--- src/rtl/tcw_pkg.sv ---
// tcw_pkg: shared constants, codes, types and helpers for the text console writer
// depends on nothing; used by the interfaces and every rtl module
package tcw_pkg;

   // screen geometry
   localparam int COLUMNS    = 80;
   localparam int ROWS       = 25;
   localparam int TAB_STOP   = 8;
   localparam int CELL_COUNT = COLUMNS * ROWS;

   // field widths
   localparam int CMD_W    = 2;
   localparam int CHAR_W   = 8;
   localparam int ATTR_W   = 8;
   localparam int POS_W    = 11;
   localparam int CELL_W   = 16;
   localparam int COL_W    = $clog2(COLUMNS);
   localparam int ROW_W    = $clog2(ROWS);
   localparam int COLX_W   = $clog2(COLUMNS + TAB_STOP);
   localparam int ROWX_W   = $clog2(ROWS + 1);

   // sweep end points
   localparam int LAST_COPY = CELL_COUNT - COLUMNS - 1;
   localparam int LAST_CELL = CELL_COUNT - 1;

   // command codes
   localparam logic [CMD_W-1:0] CMD_PUT   = 2'd0;
   localparam logic [CMD_W-1:0] CMD_CLEAR = 2'd1;
   localparam logic [CMD_W-1:0] CMD_READ  = 2'd2;

   // character codes
   localparam logic [CHAR_W-1:0] CH_BS         = 8'h08;
   localparam logic [CHAR_W-1:0] CH_TAB        = 8'h09;
   localparam logic [CHAR_W-1:0] CH_LF         = 8'h0A;
   localparam logic [CHAR_W-1:0] CH_CR         = 8'h0D;
   localparam logic [CHAR_W-1:0] CH_SPACE      = 8'h20;
   localparam logic [CHAR_W-1:0] CH_LAST_PRINT = 8'h7F;

   localparam logic [ATTR_W-1:0] ATTR_RESET = 8'h0F;

   // command queue
   localparam int QUEUE_DEPTH = 2;
   localparam int QPTR_W      = $clog2(QUEUE_DEPTH);
   localparam int QCNT_W      = $clog2(QUEUE_DEPTH + 1);

   // classified operations carried from front to back
   typedef enum logic [2:0] {
      OP_NOP   = 3'd0,
      OP_WRITE = 3'd1,
      OP_BS    = 3'd2,
      OP_TAB   = 3'd3,
      OP_CR    = 3'd4,
      OP_LF    = 3'd5,
      OP_CLEAR = 3'd6,
      OP_READ  = 3'd7
   } op_type;

   typedef struct packed {
      op_type                op;
      logic [CHAR_W-1:0]     char_code;
      logic [POS_W-1:0]      cell_index;
   } entry_type;

   typedef struct packed {
      logic init_busy;
   } status_type;

   function automatic logic [POS_W-1:0] pos_of(input logic [ROW_W-1:0] row,
                                               input logic [COL_W-1:0] col);
      return POS_W'(int'(row) * COLUMNS + int'(col));
   endfunction

endpackage

--- src/rtl/tcw_if.sv ---
// tcw_if: valid/ready channel interfaces of the text console writer
// depends on tcw_pkg for field widths
interface tcw_req_if;
   logic                          valid;
   logic                          ready;
   logic [tcw_pkg::CMD_W-1:0]     cmd;
   logic [tcw_pkg::CHAR_W-1:0]    char_code;
   logic [tcw_pkg::POS_W-1:0]     cell_index;

   modport source (output valid, cmd, char_code, cell_index, input ready);
   modport sink   (input valid, cmd, char_code, cell_index, output ready);
endinterface


--- src/rtl/tcw_front.sv ---
// tcw_front: accepts requests and classifies them into console operations
// depends on tcw_pkg and tcw_req_if
module tcw_front (
   tcw_req_if.sink                req,
   input  tcw_pkg::status_type    status,
   input  logic                   push_ready,
   output logic                   push_valid,
   output tcw_pkg::entry_type     push_entry
);

   tcw_pkg::op_type put_op;
   tcw_pkg::op_type op;

   always_comb begin
      if (req.char_code == tcw_pkg::CH_BS) begin
         put_op = tcw_pkg::OP_BS;
      end else if (req.char_code == tcw_pkg::CH_TAB) begin
         put_op = tcw_pkg::OP_TAB;
      end else if (req.char_code == tcw_pkg::CH_CR) begin
         put_op = tcw_pkg::OP_CR;
      end else if (req.char_code == tcw_pkg::CH_LF) begin
         put_op = tcw_pkg::OP_LF;
      end else if (req.char_code >= tcw_pkg::CH_SPACE &&
                   req.char_code <= tcw_pkg::CH_LAST_PRINT) begin
         put_op = tcw_pkg::OP_WRITE;
      end else begin
         put_op = tcw_pkg::OP_NOP;
      end
   end

   always_comb begin
      unique case (req.cmd)
         tcw_pkg::CMD_PUT:   op = put_op;
         tcw_pkg::CMD_CLEAR: op = tcw_pkg::OP_CLEAR;
         // a read past the end of the store returns zero, same as a no-op
         tcw_pkg::CMD_READ:  op = (req.cell_index < tcw_pkg::POS_W'(tcw_pkg::CELL_COUNT))
                                  ? tcw_pkg::OP_READ : tcw_pkg::OP_NOP;
         default:            op = tcw_pkg::OP_NOP;
      endcase
   end

   assign req.ready             = push_ready && !status.init_busy;
   assign push_valid            = req.valid && !status.init_busy;
   assign push_entry.op         = op;
   assign push_entry.char_code  = req.char_code;
   assign push_entry.cell_index = req.cell_index;

endmodule

--- src/flat_wrapper.sv ---
// flat-port wrapper written by rule: the top's interface ports become plain ports
module tcw_front_flat 
  (status, push_ready, push_valid, push_entry, req_valid, req_cmd, req_char_code, req_cell_index, req_ready);
  tcw_req_if req_i ();
  input  tcw_pkg::status_type status;
  input  logic push_ready;
  output logic push_valid;
  output tcw_pkg::entry_type push_entry;
  input wire logic [$bits(req_i.valid)-1:0] req_valid;
  input wire logic [$bits(req_i.cmd)-1:0] req_cmd;
  input wire logic [$bits(req_i.char_code)-1:0] req_char_code;
  input wire logic [$bits(req_i.cell_index)-1:0] req_cell_index;
  output wire logic [$bits(req_i.ready)-1:0] req_ready;
  assign req_i.valid = req_valid;
  assign req_i.cmd = req_cmd;
  assign req_i.char_code = req_char_code;
  assign req_i.cell_index = req_cell_index;
  assign req_ready = req_i.ready;
  tcw_front u_core (.req(req_i), .status(status), .push_ready(push_ready), .push_valid(push_valid), .push_entry(push_entry));
endmodule
--- config.mk ---
export PLATFORM = sky130hd
export DESIGN_NAME = tcw_front_flat
export DESIGN_NICKNAME = d
export VERILOG_FILES = /design/src/rtl/tcw_pkg.sv /design/src/rtl/tcw_if.sv /design/src/rtl/tcw_front.sv /design/src/flat_wrapper.sv
export SDC_FILE = /design/constraint.sdc
export NUM_CORES = 1
export LEC_CHECK = 0
export BUFFER_PORTS_ARGS = -buffer_cell sky130_fd_sc_hd__buf_2
export CAP_MARGIN = 20
export CORE_AREA = 2 2 39 41
export DETAILED_ROUTE_END_ITERATION = 6
export DIE_AREA = 0 0 41 43
export PLACE_DENSITY = 0.77
export SETUP_SLACK_MARGIN = 0.5
export SYNTH_ARGS = -nofsm -noshare
export SYNTH_HDL_FRONTEND = slang
export SYNTH_SLANG_ARGS = --single-unit
--- constraint.sdc ---
create_clock -name vclk -period 0.8
set_input_delay 0.04 -clock vclk [all_inputs]
set_output_delay 0.04 -clock vclk [all_outputs]
set_load 0.05 [all_outputs]
==> results of run 1 <==
## routing by layer
layer	up-vias	GRT usage	part of all wire
met3	4	0.0105	0.12
met1	167	0.0854	0.23
met2	31	0.219	0.61
met4	0	0.0400	0.043
li1	174	-	-
met5	-	0	0
## per-stage QoR
| step | util | setup slack (ns) | instance area [um^2] | hold slack, ns | TNS, ns |
|---|---|---|---|---|---|
| after floorplan | - | -0.375 | 322 | 0.138 | -1.02 |
| after global placement | 0.316 | -0.296 | 437 | 0.0803 | -0.621 |
| after detailed placement | 0.316 | -0.311 | 437 | 0.0803 | -0.682 |
| after CTS | 0.534 | -0.166 | 739 | 0.0803 | -0.469 |
| after global routing | 0.570 | -0.215 | 788 | 0.0802 | -0.626 |
| final | 0.570 | -0.160 | 788 | 0.0801 | -0.430 |
## kinds of logic after synthesis
family / count (synthesis) / share of synthesized area
and+or+nand+nor: 13 / 0.299
AOI/OAI and AO/OA: 8 / 0.208
buffers and inverters: 19 / 0.494
## power groups by stage
stage	sequential (W)	combinational [W]	clock, W
finish	0	0.000617	0
CTS	0	0.000591	0
global route	0	0.000643	0
detailed placement	0	0.000412	0
global placement	0	0.000409	0
floorplan	0	0.000376	0
## critical path, stage by stage
cell and delay [ns]:
buf_6 0.10, nor3b_4 0.15, and3_4 0.15, o41ai_4 0.29, buf_6 0.20
## cell type report
type	instances	area, um^2	share of cell area
Timing Repair Buffer	45	577	0.732
Multi-Input combinational cell	21	191	0.243
Tap cell	16	20.0	0.0254
## cells in the final DEF, fill, tap and decap left out
cell type	synthesis	final
a21oi_1	2	2
a2bb2oi_2	0	1
and3_4	0	1
and3b_1	1	1
buf_2	0	2
buf_4	19	7
buf_6	0	7
buf_8	0	29
nand2b_1	1	1
nand3b_1	1	1
nand4_1	1	1
nor2_1	2	1
nor2_2	0	1
nor2b_1	3	1
nor2b_4	0	2
nor3_1	1	1
nor3b_4	0	1
o211ai_1	2	2
o21ai_0	2	2
o41ai_4	0	1
or2_2	1	1
## repair_timing
item	CTS	global route
setup endpoints to repair	20	20
cloned	0	0
resized for setup	83	12
pin swaps	5	2
## worst paths after layout
check / cells past startpoint / start / to
worst max-delay path: 5 / req_char_code[3] / push_entry[19]
worst min-delay path: 0 / req_cell_index[0] / push_entry[0]
==> reports/results.tsv, run 1 <==
stage	metric	value	unit
yosys	Synth Cell Area	289	um^2
worst_setup_path	nature of the critical path startpoint	input port	
hold_path	HP Class	in -> out	
worst_setup_path	CP Class	in -> out	
global_route	first-pass GRT wire length	1360	um
yosys	library cells used by synthesis	16	
power	sequential power share	0	
final_layout	layout net count	92	
worst_setup_path	Crit Path Max Fanout	3	
routing	Routed Antenna Nets	0	
routing	Avg WL per Cell	11.5	um
floorplan	die height	43	um
sta	minimum clock period	0.960	ns
sta	Pins Over Slew Limit	0	
yosys	sequential fraction of the synthesis area	0	
placed_design	gpl congestion	0.745	
final_layout	P&R area growth vs syn	173	%
sta	Worst slew margin	0.836	
placed_design	I/O Buffers	40	
global_route	global route overflow	0	
sta	Final Hold Fails	0	
global_route	largest net degree at the start of global routing	7	
power	NetSw	0.000311	W
power	power per cell area	783	nW/um^2
power	VDD IR-drop max	0.333	mV
floorplan	Row Count	14	
final_layout	fin cells	82	
routing	DRC violations left	0	
yosys	Post-synth top cells	buf_4, nor2b_1	
sta	final setup fails	3	
power	Clock power frac	0	
routing	DRT iter0 DRCs	1	
routing	routed wire length	939	um
worst_setup_path	crit path capture type	output port	
floorplan	IO Count	48	
sta	fmax	1040	MHz
yosys	count leader, synth	buf_4	
yosys	post-synth top area share	0.494	
final_layout	Register Area	0	um^2
worst_setup_path	data arrival time of the worst path	0.92	ns
sta	RSZ-0062 raised after global routing	yes	
yosys	Synth area leaders	buf_4, nor2b_1, o41ai_2, o211ai_1, nor3b_2	
sta	Worst-Margin Slew	0.246	ns
floorplan	width of the die	41	um
final_layout	CLK BUF	0	
final_layout	Filler Cell Count	116	
floorplan	core area	1380	um^2
yosys	post-synth top area cell	buf_4	
yosys	syn_area_per_cell	7.23	um^2
power	Comb pwr share	1.000	
status	status	finished, violations left	
routing	First-pass DRT Iterations	2	
routing	mean number of vias per cell	4.59	
final_layout	# diodes	0	
floorplan	initial core utilization	0.209	
power	total power	0.000617	W
power	LEAKAGE	0.365	nW
yosys	synthesized net count	64	
yosys	Ys Warns	0	
status	violated checks	negative setup slack	
routing	via count	376	
placed_design	Placed Instances	82	
final_layout	sequential cell count	0	
floorplan	Die ar.	1760	um^2
global_route	initial antenna violation count	0	
global_route	GRT Total Usage	0.105	
clock_tree	# hold bufs at CTS	0	
power	P_int	0.000306	W
worst_setup_path	Req. time, crit path	0.76	ns
sta	setup ws final	-0.160	ns
yosys	synthesized instance count	40	
run	max cap viols	0	
final_layout	layout cell share with drive strength beyond 1	0.803	
sta	crit share post-route	1.20	
clock_tree	post-CTS setup buffer count	0	
global_route	vias in the first global route	359	
power	sw frac	0.504	
placed_design	post-DP HPWL	702	um
(Power assumes the default switching activity.)
==> run 2, diff against run 1 <==
BUFFER_PORTS_ARGS = unset   (was -buffer_cell sky130_fd_sc_hd__buf_2)
DONT_BUFFER_PORTS = 1   (was unset)
PLACE_DENSITY = 0.46   (was 0.77)
==> reports/results.tsv, run 2 (same netlist as run 1, synthesis figures left out) <==
stage	metric	value	unit	change
worst_setup_path	nature of the critical path startpoint	input port		
floorplan	Die ar.	1760	um^2	unchanged
global_route	GRT Total Usage	0.0539		-0.0509
sta	Final Hold Fails	0		unchanged
floorplan	Row Count	14		unchanged
floorplan	IO Count	48		unchanged
sta	Worst slew margin	0.784		-0.0518
worst_setup_path	Crit Path Max Fanout	3		unchanged
final_layout	Filler Cell Count	148		+28%
placed_design	gpl congestion	0.667		-10%
floorplan	width of the die	41	um	unchanged
status	status	finished, violations left		
placed_design	Worst Setup Slack post-DPL	-0.134	ns	+0.176 ns
worst_setup_path	Req. time, crit path	0.76	ns	about the same
routing	Avg WL per Cell	12.8	um	+12%
global_route	global route overflow	0		unchanged
worst_setup_path	worst setup path startpoint	req_char_code[4]		
clock_tree	CTS resizes	0		-100%
global_route	first-pass GRT wire length	717	um	-47%
routing	mean number of vias per cell	4.83		+5.3%
power	VDD IR-drop max	0.153	mV	-54%
global_route	met1 usage	0.0696		-0.0158
hold_path	hold path start	req_cell_index[2]		
status	violated checks	negative setup slack		
power	power per cell area	658	nW/um^2	-16%
final_layout	most common cell after layout, fill and taps aside	buf_4		
power	LEAKAGE	0.0922	nW	-75%
floorplan	initial core utilization	0.209		unchanged
routing	DRT iter0 DRCs	1		unchanged
sta	final setup fails	1		-2
global_route	initial antenna violation count	0		unchanged
sta	crit share post-route	1.16		-0.0449
worst_setup_path	crit path capture type	output port		
clock_tree	post-CTS setup buffer count	0		unchanged
final_layout	# diodes	0		unchanged
routing	First-pass DRT Iterations	2		unchanged
routing	DRC violations left	0		unchanged
sta	Pins Over Slew Limit	0		unchanged
sta	RSZ-0062 raised after global routing	yes		
final_layout	P&R area growth vs syn	-16.5	%	
sta	minimum clock period	0.924	ns	-0.0359 ns
sta	setup ws final	-0.124	ns	+0.0359 ns
final_layout	layout net count	51		-45%
floorplan	die height	43	um	unchanged
routing	Routed Antenna Nets	0		unchanged
placed_design	Placed Instances	41		-50%
floorplan	core area	1380	um^2	unchanged
global_route	global-route met3 utilization	0		-0.0105
final_layout	fin cells	41		-50%
sta	Fin Hold WS	0.0800	ns	-0.0000544 ns
global_route	Most Crowded Layer GR	met2		
routing	routed wire length	525	um	-44%
global_route	largest net degree at the start of global routing	7		unchanged
sta	fmax	1080	MHz	+3.9%
final_layout	sequential cell count	0		unchanged
hold_path	HP Class	in -> out		
global_route	vias in the first global route	188		-48%
run	max cap viols	0		unchanged
worst_setup_path	CP Class	in -> out		
final_layout	CLK BUF	0		unchanged
placed_design	post-DP HPWL	471	um	-33%
global_route	met2 Use GR	0.0844		-0.134
final_layout	layout cell share with drive strength beyond 1	0.400		-0.403
routing	via count	198		-47%
final_layout	Register Area	0	um^2	unchanged
sta	Worst-Margin Slew	0.323	ns	+0.0778 ns
worst_setup_path	data arrival time of the worst path	0.88	ns	-0.04 ns
placed_design	I/O Buffers	0		-100%
final_layout	Util after Layout	0.175		-0.395
[run 2: changes by cell type in the layout (fill, tap and decap cells not counted), sizes merged]
cell	change
buf	-41
[run 2: layout make-up]
| type | instances | area, um^2 | share of cell area |
|---|---|---|---|
| multi-input combinational | 21 | 179 | 0.741 |
| tap | 16 | 20.0 | 0.0829 |
| timing repair buffer | 4 | 42.5 | 0.176 |
[run 2: critical path, stage by stage]
cell and delay, ns:
nor3b_4 0.19, a2bb2oi_1 0.12, o41ai_4 0.35, buf_12 0.18
[run 2: worst paths after layout]
kind,endpoint,slack [ns],depth (start not counted)
worst max-delay path,push_entry[19],-0.12,4
worst min-delay path,push_entry[2],0.08,0
[run 2: where the power goes]
part / leakage [nW] / total, W / switching, W / internal, W
Combinational: 0.0922 / 0.000159 / 0.0000913 / 0.0000677
Sequential: 0 / 0 / 0 / 0
Clock: 0 / 0 / 0 / 0
Total: 0.0922 / 0.000159 / 0.0000913 / 0.0000677
[run 2: through the flow]
| stage | total power [W] | cell area [um^2] | TNS (ns) |
|---|---|---|---|
| global route | 0.000169 | 241 | -0.372 |
| detailed placement | 0.000161 | 241 | -0.134 |
| global placement | 0.000160 | 241 | -0.155 |
| finish | 0.000159 | 241 | -0.124 |
| floorplan | 0.000376 | 322 | -1.02 |
| CTS | 0.000161 | 241 | -0.134 |
[run 2: repair_timing]
action                     in CTS  in global routing
setup endpoints to repair       5                  5
pin swaps                       0                  0
hold buffers                    0                  0
[run 2: per-layer routing]
metal  share of wire  vias to the layer above
met4           0.023                        0
met2            0.44                       29
met5               0                        -
li1                -                       91
met3            0.19                        4
met1            0.34                       74
