[config.mk]
export PLATFORM = sky130hd
export DESIGN_NAME = tcw_queue
export DESIGN_NICKNAME = d
export VERILOG_FILES = /design/src/rtl/tcw_pkg.sv /design/src/rtl/tcw_queue.sv
export SDC_FILE = /design/constraint.sdc
export NUM_CORES = 1
export LEC_CHECK = 0
export BUFFER_PORTS_ARGS = -buffer_cell sky130_fd_sc_hd__buf_2
export CORE_AREA = 2 2 75 77
export CTS_CLUSTER_DIAMETER = 50
export CTS_CLUSTER_SIZE = 30
export DETAILED_ROUTE_END_ITERATION = 10
export DIE_AREA = 0 0 77 79
export GPL_TIMING_DRIVEN = 0
export HOLD_SLACK_MARGIN = 0.12
export PLACE_DENSITY = 0.63
export SKIP_CTS_REPAIR_TIMING = 1
export SLEW_MARGIN = 20
export SYNTH_ARGS = -nofsm -noshare
export SYNTH_HDL_FRONTEND = slang
export SYNTH_SLANG_ARGS = --single-unit
[constraint.sdc]
create_clock -name clock -period 2.3 [get_ports clock]
set_input_delay 0.575 -clock clock [delete_from_list [all_inputs] [get_ports clock]]
set_output_delay 0.575 -clock clock [all_outputs]
set_load 0.03 [all_outputs]
[src/rtl/tcw_pkg.sv]
// tcw_pkg: shared constants, codes, types and helpers for the text console writer
// depends on nothing; used by the interfaces and every rtl module
package tcw_pkg;

   // screen geometry
   localparam int COLUMNS    = 80;
   localparam int ROWS       = 25;
   localparam int TAB_STOP   = 8;
   localparam int CELL_COUNT = COLUMNS * ROWS;

   // field widths
   localparam int CMD_W    = 2;
   localparam int CHAR_W   = 8;
   localparam int ATTR_W   = 8;
   localparam int POS_W    = 11;
   localparam int CELL_W   = 16;
   localparam int COL_W    = $clog2(COLUMNS);
   localparam int ROW_W    = $clog2(ROWS);
   localparam int COLX_W   = $clog2(COLUMNS + TAB_STOP);
   localparam int ROWX_W   = $clog2(ROWS + 1);

   // sweep end points
   localparam int LAST_COPY = CELL_COUNT - COLUMNS - 1;
   localparam int LAST_CELL = CELL_COUNT - 1;

   // command codes
   localparam logic [CMD_W-1:0] CMD_PUT   = 2'd0;
   localparam logic [CMD_W-1:0] CMD_CLEAR = 2'd1;
   localparam logic [CMD_W-1:0] CMD_READ  = 2'd2;

   // character codes
   localparam logic [CHAR_W-1:0] CH_BS         = 8'h08;
   localparam logic [CHAR_W-1:0] CH_TAB        = 8'h09;
   localparam logic [CHAR_W-1:0] CH_LF         = 8'h0A;
   localparam logic [CHAR_W-1:0] CH_CR         = 8'h0D;
   localparam logic [CHAR_W-1:0] CH_SPACE      = 8'h20;
   localparam logic [CHAR_W-1:0] CH_LAST_PRINT = 8'h7F;

   localparam logic [ATTR_W-1:0] ATTR_RESET = 8'h0F;

   // command queue
   localparam int QUEUE_DEPTH = 2;
   localparam int QPTR_W      = $clog2(QUEUE_DEPTH);
   localparam int QCNT_W      = $clog2(QUEUE_DEPTH + 1);

   // classified operations carried from front to back
   typedef enum logic [2:0] {
      OP_NOP   = 3'd0,
      OP_WRITE = 3'd1,
      OP_BS    = 3'd2,
      OP_TAB   = 3'd3,
      OP_CR    = 3'd4,
      OP_LF    = 3'd5,
      OP_CLEAR = 3'd6,
      OP_READ  = 3'd7
   } op_type;

   typedef struct packed {
      op_type                op;
      logic [CHAR_W-1:0]     char_code;
      logic [POS_W-1:0]      cell_index;
   } entry_type;

   typedef struct packed {
      logic init_busy;
   } status_type;

   function automatic logic [POS_W-1:0] pos_of(input logic [ROW_W-1:0] row,
                                               input logic [COL_W-1:0] col);
      return POS_W'(int'(row) * COLUMNS + int'(col));
   endfunction

endpackage

[src/rtl/tcw_queue.sv]
// tcw_queue: short fifo of classified operations between front and back
// depends on tcw_pkg
module tcw_queue (
   input  logic                   clock,
   input  logic                   reset,
   input  logic                   push_valid,
   input  tcw_pkg::entry_type     push_entry,
   output logic                   push_ready,
   output logic                   pop_valid,
   output tcw_pkg::entry_type     pop_entry,
   input  logic                   pop_ready
);

   tcw_pkg::entry_type               slot_ff [tcw_pkg::QUEUE_DEPTH];
   logic [tcw_pkg::QPTR_W-1:0]       wr_ptr_ff, wr_ptr_in;
   logic [tcw_pkg::QPTR_W-1:0]       rd_ptr_ff, rd_ptr_in;
   logic [tcw_pkg::QCNT_W-1:0]       count_ff, count_in;
   logic                             do_push;
   logic                             do_pop;

   function automatic logic [tcw_pkg::QPTR_W-1:0] next_ptr(
         input logic [tcw_pkg::QPTR_W-1:0] ptr);
      return (ptr == tcw_pkg::QPTR_W'(tcw_pkg::QUEUE_DEPTH - 1))
             ? '0 : ptr + tcw_pkg::QPTR_W'(1);
   endfunction

   assign push_ready = (count_ff != tcw_pkg::QCNT_W'(tcw_pkg::QUEUE_DEPTH));
   assign pop_valid  = (count_ff != '0);
   assign pop_entry  = slot_ff[rd_ptr_ff];
   assign do_push    = push_valid && push_ready;
   assign do_pop     = pop_valid && pop_ready;

   always_comb begin
      wr_ptr_in = do_push ? next_ptr(wr_ptr_ff) : wr_ptr_ff;
      rd_ptr_in = do_pop  ? next_ptr(rd_ptr_ff) : rd_ptr_ff;
      count_in  = count_ff;
      if (do_push && !do_pop) begin
         count_in = count_ff + tcw_pkg::QCNT_W'(1);
      end else if (do_pop && !do_push) begin
         count_in = count_ff - tcw_pkg::QCNT_W'(1);
      end
   end

   always_ff @(posedge clock) begin
      if (reset) begin
         wr_ptr_ff <= '0;
         rd_ptr_ff <= '0;
         count_ff  <= '0;
      end else begin
         wr_ptr_ff <= wr_ptr_in;
         rd_ptr_ff <= rd_ptr_in;
         count_ff  <= count_in;
      end
   end

   always_ff @(posedge clock) begin
      if (do_push) begin
         slot_ff[wr_ptr_ff] <= push_entry;
      end
   end

endmodule

==> out/qor.txt, run 1 <==
=====================================================================================
Post-route clock period utilization                                             91.5%
Post-Route WL                                                                 3120 um
Setup repair after global routing missed its margin                                no
Critical Path End Type                                                    output port
Buffer and inverter count on the worst path                                         2
Peak VDD IR                                                                  0.563 mV
Number of instances in the synthesized netlist                                     92
Highest attainable clock frequency                                            475 MHz
Die extent in x                                                                 77 um
Endpoints failing hold                                                              0
Setup total negative slack                                                       0 ps
Synth Area in Compound Gates                                                    1.67%
Depth of the CTS H-tree                                                             2
CTS root buf                                                             sky130_fd_sc_hd__clkbuf_8
Number of design rule violations left after detail routing                          0
Static Leakage                                                               0.851 nW
Tightest Hold Check Type                                                 primary input to flop
Unique masters post-synth                                                          17
Placed cell count                                                                 213
Highest cell delay on the worst timing path                                    380 ps
Number of flops mapped to enable cells by yosys                                    44
Pin count of the biggest net entering global routing                               23
Area taken by flip-flops and latches                                       1420 sq um
Yosys synthesis warning count                                                       0
Worst relative slew slack                                                       37.9%
Number of optimization iterations in the first detailed-route pass                  3
Mean routed wirelength per cell                                               14.1 um
Maximum clock insertion buffer count                                                2
Vias post-DR                                                                      965
Area of the core                                                           5340 sq um
Total of endpoints with negative setup slack in the final report                    0
Antenna violation net count after detailed routing                                  0
Post-route minimum period                                                     2100 ps
DP Area                                                                    2140 sq um
Global placer's final weighted congestion                                       0.645
Layout overhead on the synthesized area                                         24.9%
Top FF cell, synth                                                       sky130_fd_sc_hd__edfxtp_1
Critical-path cell list                                                  buf_2 > mux2_2 > buf_2
Adder-cell share of the synthesized area                                       0.694%
Syn nets                                                                          119
Worst Setup Start Kind                                                           flop
WP data required                                                              1730 ps
Initial antenna violation count                                                     0
Global-route wire length before repair                                        5070 um
Power per cell area                                                      1150 nW/um^2
Multiplexer fraction of the synthesized cell area                               13.7%
Mean cell area of the mapped netlist                                       19.6 sq um
Total of fill cells in the finished design                                        538
Data arrival at the endpoint of the critical path                             1530 ps
Area of the die                                                            6080 sq um
Cell Rows                                                                          27
Vert. Die Dim                                                                   79 um
Count of pins over their slew limit                                                 0
TritonCTS clock tree                                                              yes
Initial core utilization                                                        33.8%
Critical path class                                                      flop to output port
Post-route clock skew                                                         4.67 ps
Area occupied by multi-input gates                                          368 sq um
Post-Synthesis Cell Area                                                   1800 sq um
Overflow after GRT                                                                  0
GRT Util Overall                                                                11.0%
Max-cap violation count                                                             0
Num ports                                                                          50
Simple-gate share of the synthesized area                                       2.78%
Worst hold margin                                                              462 ps
Ratio of cells with drive above 1 in the final layout                           55.7%
Vias/cell                                                                        4.37
CP Max Fanout                                                                      10
Outcome                                                                  finished, final reports clean
Inserted Diodes                                                                     0
Area share of xor/xnor cells in the synthesized design                          1.46%
Clock-pin slew of the registers on the worst-case setup and hold paths          90 ps
Insertion delay of the later-clocked pin in the worst-skew pair                300 ps
Number of global-route vias before repair                                        1068
Half-perimeter wire length after placement                                    2140 um
Combinational family with the most area after synthesis                  multiplexers
I/O Buffers                                                                        49
CP max-delay cell                                                        sky130_fd_sc_hd__dfxtp_1
Fraction of the core area covered by cells at the end of the flow               42.1%
Number of clock buffers inserted by TritonCTS                                       5
Final net count                                                                   175
Async SR Flop Fraction                                                             0%
Starting DRT DRC Count                                                             23
Number of sinks on the clock net                                                   49
Proportion of synthesized chip area in sequential cells                         78.9%
Most prevalent standard cell on the critical path                        sky130_fd_sc_hd__buf_2
Area of all placed cells without fillers                                   2250 sq um
Slew at the pin with the worst max-slew slack                                  930 ps
Crit path max-delay family                                               buffers and inverters
Final Instance Count excl. Fillers                                                221
#FFs+latches synth                                                                 49
=====================================================================================
cell families (layout without fill, tap and decap cells):
family,Yosys count,after routing
xor+xnor,3,3
fa+ha+maj,1,1
simple gates,9,9
buf+inv,3,60
flops,49,49
compound gates,5,5
mux,22,22
registers in the layout, summed over array words and instances, names as in the netlist, named ones only:
signal	count
wr_ptr_ff	1
count_ff	2
slot_ff	44
rd_ptr_ff	1
where the power goes:
group          leakage (nW)  internal, mW  switching (mW)
Clock                0.0554         0.326           0.272
Sequential            0.452          1.12          0.0483
Combinational         0.343         0.299           0.533
Total                 0.851          1.74           0.853
synth_stat cells, types with 2 or more instances:
cell type                  number  area [sq um]
sky130_fd_sc_hd__buf_2          2          10.0
sky130_fd_sc_hd__nor2_1         3          11.3
sky130_fd_sc_hd__o21ai_0        2          10.0
sky130_fd_sc_hd__dfxtp_1        5           100
sky130_fd_sc_hd__mux2_2        22           248
sky130_fd_sc_hd__a21oi_1        2          10.0
sky130_fd_sc_hd__xor2_1         3          26.3
sky130_fd_sc_hd__edfxtp_1      44          1320
path summary, 6_finish.rpt:
check | cells past startpoint | startpoint | to | slack [ps]
worst max register to register | 3 | count_ff[0] | slot_ff[0][8] | 490
worst max-delay path | 3 | flop | pop_entry[18] | 200
worst min register to register | 2 | rd_ptr_ff | rd_ptr_ff | 520
worst min-delay path | 1 | push_entry[19] | slot_ff[1][19] | 460
through the flow:
stage / worst slack, ps / total power [mW]
after detailed placement: 249 / 2.04
after global routing: 93.0 / 2.74
after floorplan: 500 / 1.80
after CTS: 149 / 2.65
final: 196 / 2.60
after global placement: 325 / 2.01
layout by cell type (no fill, tap or decap), types with 2 or more instances in the layout:
cell type and n:
sky130_fd_sc_hd__dfxtp_1 5, sky130_fd_sc_hd__buf_2 51, sky130_fd_sc_hd__clkbuf_8 5, sky130_fd_sc_hd__nor2_1 3, sky130_fd_sc_hd__mux2_2 22, sky130_fd_sc_hd__o21ai_0 2
sky130_fd_sc_hd__edfxtp_1 44, sky130_fd_sc_hd__xor2_1 3, sky130_fd_sc_hd__a21oi_1 2
cell type report:
cell class | instances | share of cell area (%)
Multi-Input combinational cell | 40 | 16.4
Inverter | 1 | 0.167
Clock buffer | 6 | 3.23
Timing Repair Buffer | 49 | 10.9
Tap cell | 72 | 4.00
Buffer | 2 | 0.445
Sequential cell | 49 | 63.2
Clock inverter | 2 | 1.72
per-layer routing:
layer | vias to the layer above | part of all wire, % | GRT usage, % | wire, um
li1 | 461 | - | - | -
met1 | 471 | 39 | 11.7 | 1230
met2 | 28 | 53 | 19.8 | 1670
met3 | 5 | 6.7 | 4.66 | 208
met4 | 0 | 0.80 | 3.21 | 25
met5 | - | 0 | 0 | 0
(Power assumes the default switching activity.)
==> inputs of run 2 (changes only) <==
- ABC_AREA: unset -> 1
- CORE_AREA: 2 2 75 77 -> 2 2 67 69
- DIE_AREA: 0 0 77 79 -> 0 0 69 71
- PLACE_DENSITY: 0.63 -> 0.76
- clock period: 2.3 -> 2.37 ns (I/O delays scaled with it)
==> out/qor.txt, run 2 <==
=====================================================================================
Proportion of synthesized chip area in sequential cells                         77.6%   -1.2 points
CP max-delay cell                                                        sky130_fd_sc_hd__dfxtp_1
Number of flops mapped to enable cells by yosys                                    44   unchanged
Hold Startpoint                                                          push_entry[19]
Endpoints failing hold                                                              0   unchanged
Clock-pin slew of the registers on the worst-case setup and hold paths          80 ps   about the same
Worst Setup Start Kind                                                           flop
Area taken by flip-flops and latches                                       1420 sq um   unchanged
Reg2reg end                                                              slot_ff[1][14]
Worst relative slew slack                                                       57.8%   +20 points
Area contributors post-synth                                             sky130_fd_sc_hd__edfxtp_1 (72%), sky130_fd_sc_hd__mux2_2 (14%), sky130_fd_sc_hd__dfxtp_1 (5.5%)
Antenna violation net count after detailed routing                                  0   unchanged
TritonCTS clock tree                                                              yes
Starting DRT DRC Count                                                             41   +78%
Post-route clock period utilization                                             85.2%
Cell Rows                                                                          24   -11%
Depth of the CTS H-tree                                                             2   unchanged
Post-Synthesis Cell Area                                                   1830 sq um   +1.6%
Critical path class                                                      flop to output port
Placed cell count                                                                 208   -2.3%
Total of fill cells in the finished design                                        360   -33%
Data arrival at the endpoint of the critical path                             1430 ps   -100 ps
Yosys synthesis warning count                                                       0   unchanged
Initial antenna violation count                                                     0   unchanged
#FFs+latches synth                                                                 49   unchanged
R2R setup slack                                                                710 ps   +220 ps
Path depth of the worst reg2reg path                                                5   +2
Top FF cell, synth                                                       sky130_fd_sc_hd__edfxtp_1
Area occupied by multi-input gates                                          362 sq um   -1.7%
Post-route minimum period                                                     2020 ps
Portion of synthesized cell area occupied by the leading cell type              72.2%   -1.2 points
CP Max Fanout                                                                      10   unchanged
Initial core utilization                                                        43.5%   +9.8 points
Die extent in x                                                                 69 um   -10%
Syn nets                                                                          132   +11%
Commonest cells after routing, fill and taps aside                       sky130_fd_sc_hd__buf_2 (49), sky130_fd_sc_hd__edfxtp_1 (44), sky130_fd_sc_hd__mux2_2 (22)
Critical Path End Type                                                    output port
Number of design rule violations left after detail routing                          0   unchanged
Num ports                                                                          50   unchanged
Mean cell area of the mapped netlist                                       17.4 sq um   -11%
Area of the die                                                            4900 sq um   -19%
Register bank with the most flops                                             slot_ff
Count of pins over their slew limit                                                 0   unchanged
Most area-hungry cell type in the Yosys netlist                          sky130_fd_sc_hd__edfxtp_1
Tightest Hold Check Type                                                 primary input to flop
Slew at the pin with the worst max-slew slack                                  633 ps   -297 ps
Max-cap violation count                                                             0   unchanged
Overall power of the completed layout                                         2.52 mW   -3.0%
CTS root buf                                                             sky130_fd_sc_hd__clkbuf_8
Outcome                                                                  finished, final reports clean
Crit path max-delay family                                                 flip-flops
Vias post-DR                                                                     1020   +5.7%
Highest attainable clock frequency                                            495 MHz
Top cells by instance count after synthesis                              sky130_fd_sc_hd__edfxtp_1 (44), sky130_fd_sc_hd__mux2_2 (22), sky130_fd_sc_hd__nand2_1 (9)
Insertion delay of the later-clocked pin in the worst-skew pair                290 ps   about the same
Highest cell delay on the worst timing path                                    420 ps   +40 ps
Instance count along the most critical hold path                                    1   unchanged
Overflow after GRT                                                                  0   unchanged
Final Instance Count excl. Fillers                                                216   -2.3%
Number of sinks on the clock net                                                   49   unchanged
GRT Util Overall                                                                12.9%   +1.9 points
Setup repair after global routing missed its margin                                no
Mean routed wirelength per cell                                               14.1 um   -0.31%
Vert. Die Dim                                                                   71 um   -10%
Buffer and inverter count on the worst path                                         2   unchanged
Critical path depth in cells                                                        3   unchanged
Max reg flops                                                                      44   unchanged
RR Startpoint                                                             count_ff[0]
Setup total negative slack                                                       0 ps   unchanged
Critical-path cell list                                                  buf_6 > mux2_2 > buf_2
I/O Buffers                                                                        49   unchanged
Number of global-route vias before repair                                        1102   +3.2%
Number of instances in the synthesized netlist                                    105   +14%
Static Leakage                                                               0.893 nW   +4.9%
Leading cell type in the layout, fill and taps excluded                  sky130_fd_sc_hd__buf_2
Async SR Flop Fraction                                                             0%   unchanged
Unique masters post-synth                                                          12   -5
Number of optimization iterations in the first detailed-route pass                  4   +1
Top Registers                                                            slot_ff (44), count_ff (2)
Global placer's final weighted congestion                                       0.694   +7.5%
WP data required                                                              1780 ps   +50 ps
Worst setup timing slack at the placement stage                                524 ps   +275 ps
Ratio of cells with drive above 1 in the final layout                           51.2%   -4.5 points
Layout overhead on the synthesized area                                         24.9%   about the same
Worst hold margin                                                              481 ps   +19.2 ps
Post-route clock skew                                                         3.47 ps   -1.21 ps
Worst-case hold path end point                                           slot_ff[0][19]
Slack of the critical path                                                     351 ps   +155 ps
Number of clock buffers inserted by TritonCTS                                       5   unchanged
Vias/cell                                                                        4.72   +8.1%
Inserted Diodes                                                                     0   unchanged
Maximum clock insertion buffer count                                                2   unchanged
Total of endpoints with negative setup slack in the final report                    0   unchanged
Pin count of the biggest net entering global routing                               16   -30%
Post-Route WL                                                                 3040 um   -2.6%
Global-route wire length before repair                                        4730 um   -6.7%
Half-perimeter wire length after placement                                    2230 um   +4.2%
Top-count cell post-synth                                                sky130_fd_sc_hd__edfxtp_1
Power per cell area                                                      1100 nW/um^2   -4.6%
Peak VDD IR                                                                  0.672 mV   +19%
Area of the core                                                           4200 sq um   -21%
Final net count                                                                   190   +8.6%
=====================================================================================
==> run 2: per-stage QoR <==
step | utilization, % | instance area (sq um)
2_1_floorplan | - | 1830
3_3_place_gp | 50.9 | 2140
3_5_place_dp | 51.8 | 2180
4_1_cts | 54.4 | 2290
5_1_grt | 54.4 | 2290
6_report | 54.4 | 2290
==> run 2: area by class of cell <==
cell class                 instances  area share, %
inverter                           8           1.31
sequential                        49           62.2
tap                               52           2.85
clock buffer                       5           3.01
clock inverter                     3           1.81
timing repair buffer              51           12.0
multi-input combinational         46           15.8
buffer                             2          0.985
==> run 2: cells by family (layout without fill, tap and decap cells) <==
kind of cell / Yosys count / after routing / share of synthesized area, %
buf+inv: 10 / 69 / 2.87
simple gates: 19 / 19 / 4.17
compound gates: 4 / 4 / 1.09
mux: 22 / 22 / 13.5
fa+ha+maj: 1 / 1 / 0.683
flops: 49 / 49 / 77.6
==> run 2: power by group <==
part	total [mW]	switching (mW)	internal [mW]
clock	0.564	0.254	0.310
sequential	1.14	0.0429	1.09
combinational	0.817	0.529	0.288
total	2.52	0.826	1.69
==> run 2: worst max-delay path by stage <==
stage | from | to | slack (ps)
after floorplan | count_ff[0] | slot_ff[0][0] | 240
after global placement | push_valid | slot_ff[0][19] | -190
after detailed placement | push_valid | slot_ff[0][19] | 520
after CTS | flop | pop_entry[12] | 330
after global routing | flop | pop_entry[18] | 290
final | flop | pop_entry[12] | 350
==> run 2: metal layers <==
layer	GRT usage, %	wire length (um)	vias up
met5	0	0	-
met4	6.54	65	0
met3	4.42	190	7
met2	24.1	1660	32
met1	12.6	1130	480
li1	-	-	501
==> inputs of run 3 (changes only) <==
- GPL_TIMING_DRIVEN: 0 -> unset
==> out/qor.txt, run 3 (same netlist as run 2, synthesis figures left out) <==
=====================================================================================
Half-perimeter wire length after placement                                    2410 um   +8.2%
Commonest cells after routing, fill and taps aside                       sky130_fd_sc_hd__buf_2 (49), sky130_fd_sc_hd__edfxtp_1 (44), sky130_fd_sc_hd__mux2_2 (22)
Number of design rule violations left after detail routing                          0   unchanged
Clock-pin slew of the registers on the worst-case setup and hold paths          80 ps   about the same
Leading cell type in the layout, fill and taps excluded                  sky130_fd_sc_hd__buf_2
Instance count along the most critical hold path                                    1   unchanged
CTS root buf                                                             sky130_fd_sc_hd__clkbuf_8
Critical path class                                                      flop to output port
Worst relative slew slack                                                       88.1%   +30 points
Area of all placed cells without fillers                                   2280 sq um   -0.33%
Total of endpoints with negative setup slack in the final report                    0   unchanged
Critical Path End Type                                                    output port
Number of optimization iterations in the first detailed-route pass                  4   unchanged
Peak VDD IR                                                                  0.580 mV   -14%
Endpoints failing hold                                                              0   unchanged
Mean routed wirelength per cell                                               14.7 um   +4.1%
TritonCTS clock tree                                                              yes
DP Area                                                                    2170 sq um   -0.35%
Setup repair after global routing missed its margin                                no
Worst setup timing slack at the placement stage                                658 ps   +134 ps
Depth of the CTS H-tree                                                             2   unchanged
Data arrival at the endpoint of the critical path                             1360 ps   -70 ps
Post-route clock period utilization                                             82.2%   -2.9 points
Pin count of the biggest net entering global routing                               16   unchanged
Internal power of the cells                                                   1.69 mW   -0.42%
Global placer's final weighted congestion                                       0.739   +6.5%
Inserted Diodes                                                                     0   unchanged
Overflow after GRT                                                                  0   unchanged
Die extent in x                                                                 69 um   unchanged
CP Max Fanout                                                                      11   +1
Sequential cell fraction of total power                                         45.1%   about the same
Highest attainable clock frequency                                            513 MHz   +3.6%
Starting DRT DRC Count                                                             38   -7.3%
Setup total negative slack                                                       0 ps   unchanged
Switching power total                                                          826 uW   about the same
Switching part of the total power                                               32.9%   +0.081 points
Vias post-DR                                                                     1028   +0.78%
R2R setup slack                                                                820 ps   +110 ps
WP data required                                                              1780 ps   about the same
Hold Startpoint                                                          push_entry[5]
RR Startpoint                                                             count_ff[0]
Slew at the pin with the worst max-slew slack                                  177 ps   -455 ps
Vias/cell                                                                        4.72   -0.14%
Number of sinks on the clock net                                                   49   unchanged
Top Registers                                                            slot_ff (44), count_ff (2)
Antenna violation net count after detailed routing                                  0   unchanged
Tightest Hold Check Type                                                 primary input to flop
Post-route clock skew                                                         4.24 ps   +0.776 ps
Post-route minimum period                                                     1950 ps   -69.9 ps
Layout overhead on the synthesized area                                         24.5%
Power per cell area                                                      1100 nW/um^2   about the same
Ratio of cells with drive above 1 in the final layout                           51.8%   +0.59 points
Max-cap violation count                                                             0   unchanged
Insertion delay of the later-clocked pin in the worst-skew pair                290 ps   about the same
Overall power of the completed layout                                         2.51 mW   -0.30%
Post-Route WL                                                                 3200 um   +5.1%
Count of pins over their slew limit                                                 0   unchanged
Path depth of the worst reg2reg path                                               10   +5
Vert. Die Dim                                                                   71 um   unchanged
Cell Rows                                                                          24   unchanged
Combinational share of power                                                    32.4%   about the same
Outcome                                                                  finished, final reports clean
I/O Buffers                                                                        49   unchanged
Worst-case hold path end point                                           slot_ff[1][5]
Initial antenna violation count                                                     0   unchanged
Share of total power in the clock network                                       22.4%   about the same
Final net count                                                                   192   +1.1%
Number of global-route vias before repair                                        1098   -0.36%
Area of the die                                                            4900 sq um   unchanged
Static Leakage                                                               0.897 nW   +0.49%
GRT Util Overall                                                                13.8%   +0.93 points
Num ports                                                                          50   unchanged
Max reg flops                                                                      44   unchanged
Number of clock buffers inserted by TritonCTS                                       5   unchanged
Reg2reg end                                                               count_ff[1]
Area of the core                                                           4200 sq um   unchanged
Placed cell count                                                                 210   +0.96%
Final Instance Count excl. Fillers                                                218   +0.93%
Register bank with the most flops                                             slot_ff
Worst Setup Start Kind                                                           flop
Slack of the critical path                                                     421 ps   +69.9 ps
Global-route wire length before repair                                        5070 um   +7.1%
Maximum clock insertion buffer count                                                2   unchanged
Initial core utilization                                                        43.5%   unchanged
=====================================================================================
[run 3: cell count changes in the layout (fill, tap and decap cells not counted), sizes merged]
cell	previous run	this run
buf	53	55
[run 3: metal layers]
metal,global-route usage [%],wire length [um]
met4,5.88,57
met1,13.9,1170
met2,25.6,1770
met5,0,0
met3,5.27,196
[run 3: metrics by stage]
stage | hold WS (ps) | util [%]
after CTS | 464 | 54.2
final | 478 | 54.2
after floorplan | 465 | -
after global routing | 458 | 54.2
after detailed placement | 514 | 51.6
after global placement | 483 | 51.6
[run 3: power groups by stage]
stage / Combinational (mW) / Clock [mW] / Sequential, mW
after global placement: 0.793 / 0 / 1.14
final: 0.815 / 0.563 / 1.13
after floorplan: 0.594 / 0 / 1.15
after global routing: 0.876 / 0.622 / 1.14
after detailed placement: 0.825 / 0 / 1.15
after CTS: 0.828 / 0.586 / 1.13
[run 3: area by class of cell]
type,instances,area [sq um]
clock buffer,5,68.8
clock inverter,3,41.3
fill,361,1930
inverter,8,30.0
multi-input combinational,46,362
sequential,49,1420
tap,52,65.1
timing repair buffer,55,290
[run 3: how the worst max path moves through the flow]
stage                            from             to  slack (ps)  cells past startpoint
after floorplan           count_ff[0]  slot_ff[0][0]         240                      4
after global placement           flop   pop_entry[0]         740                      3
after detailed placement   push_valid    count_ff[1]         660                      9
after CTS                        flop   pop_entry[5]         390                      3
after global routing             flop   pop_entry[5]         340                      3
final                            flop  pop_entry[10]         420                      3
[run 3: critical path: stages, from the launching register on]
cell and delay (ps):
sky130_fd_sc_hd__dfxtp_1 330, sky130_fd_sc_hd__buf_4 200, sky130_fd_sc_hd__mux2_2 350, sky130_fd_sc_hd__buf_2 180
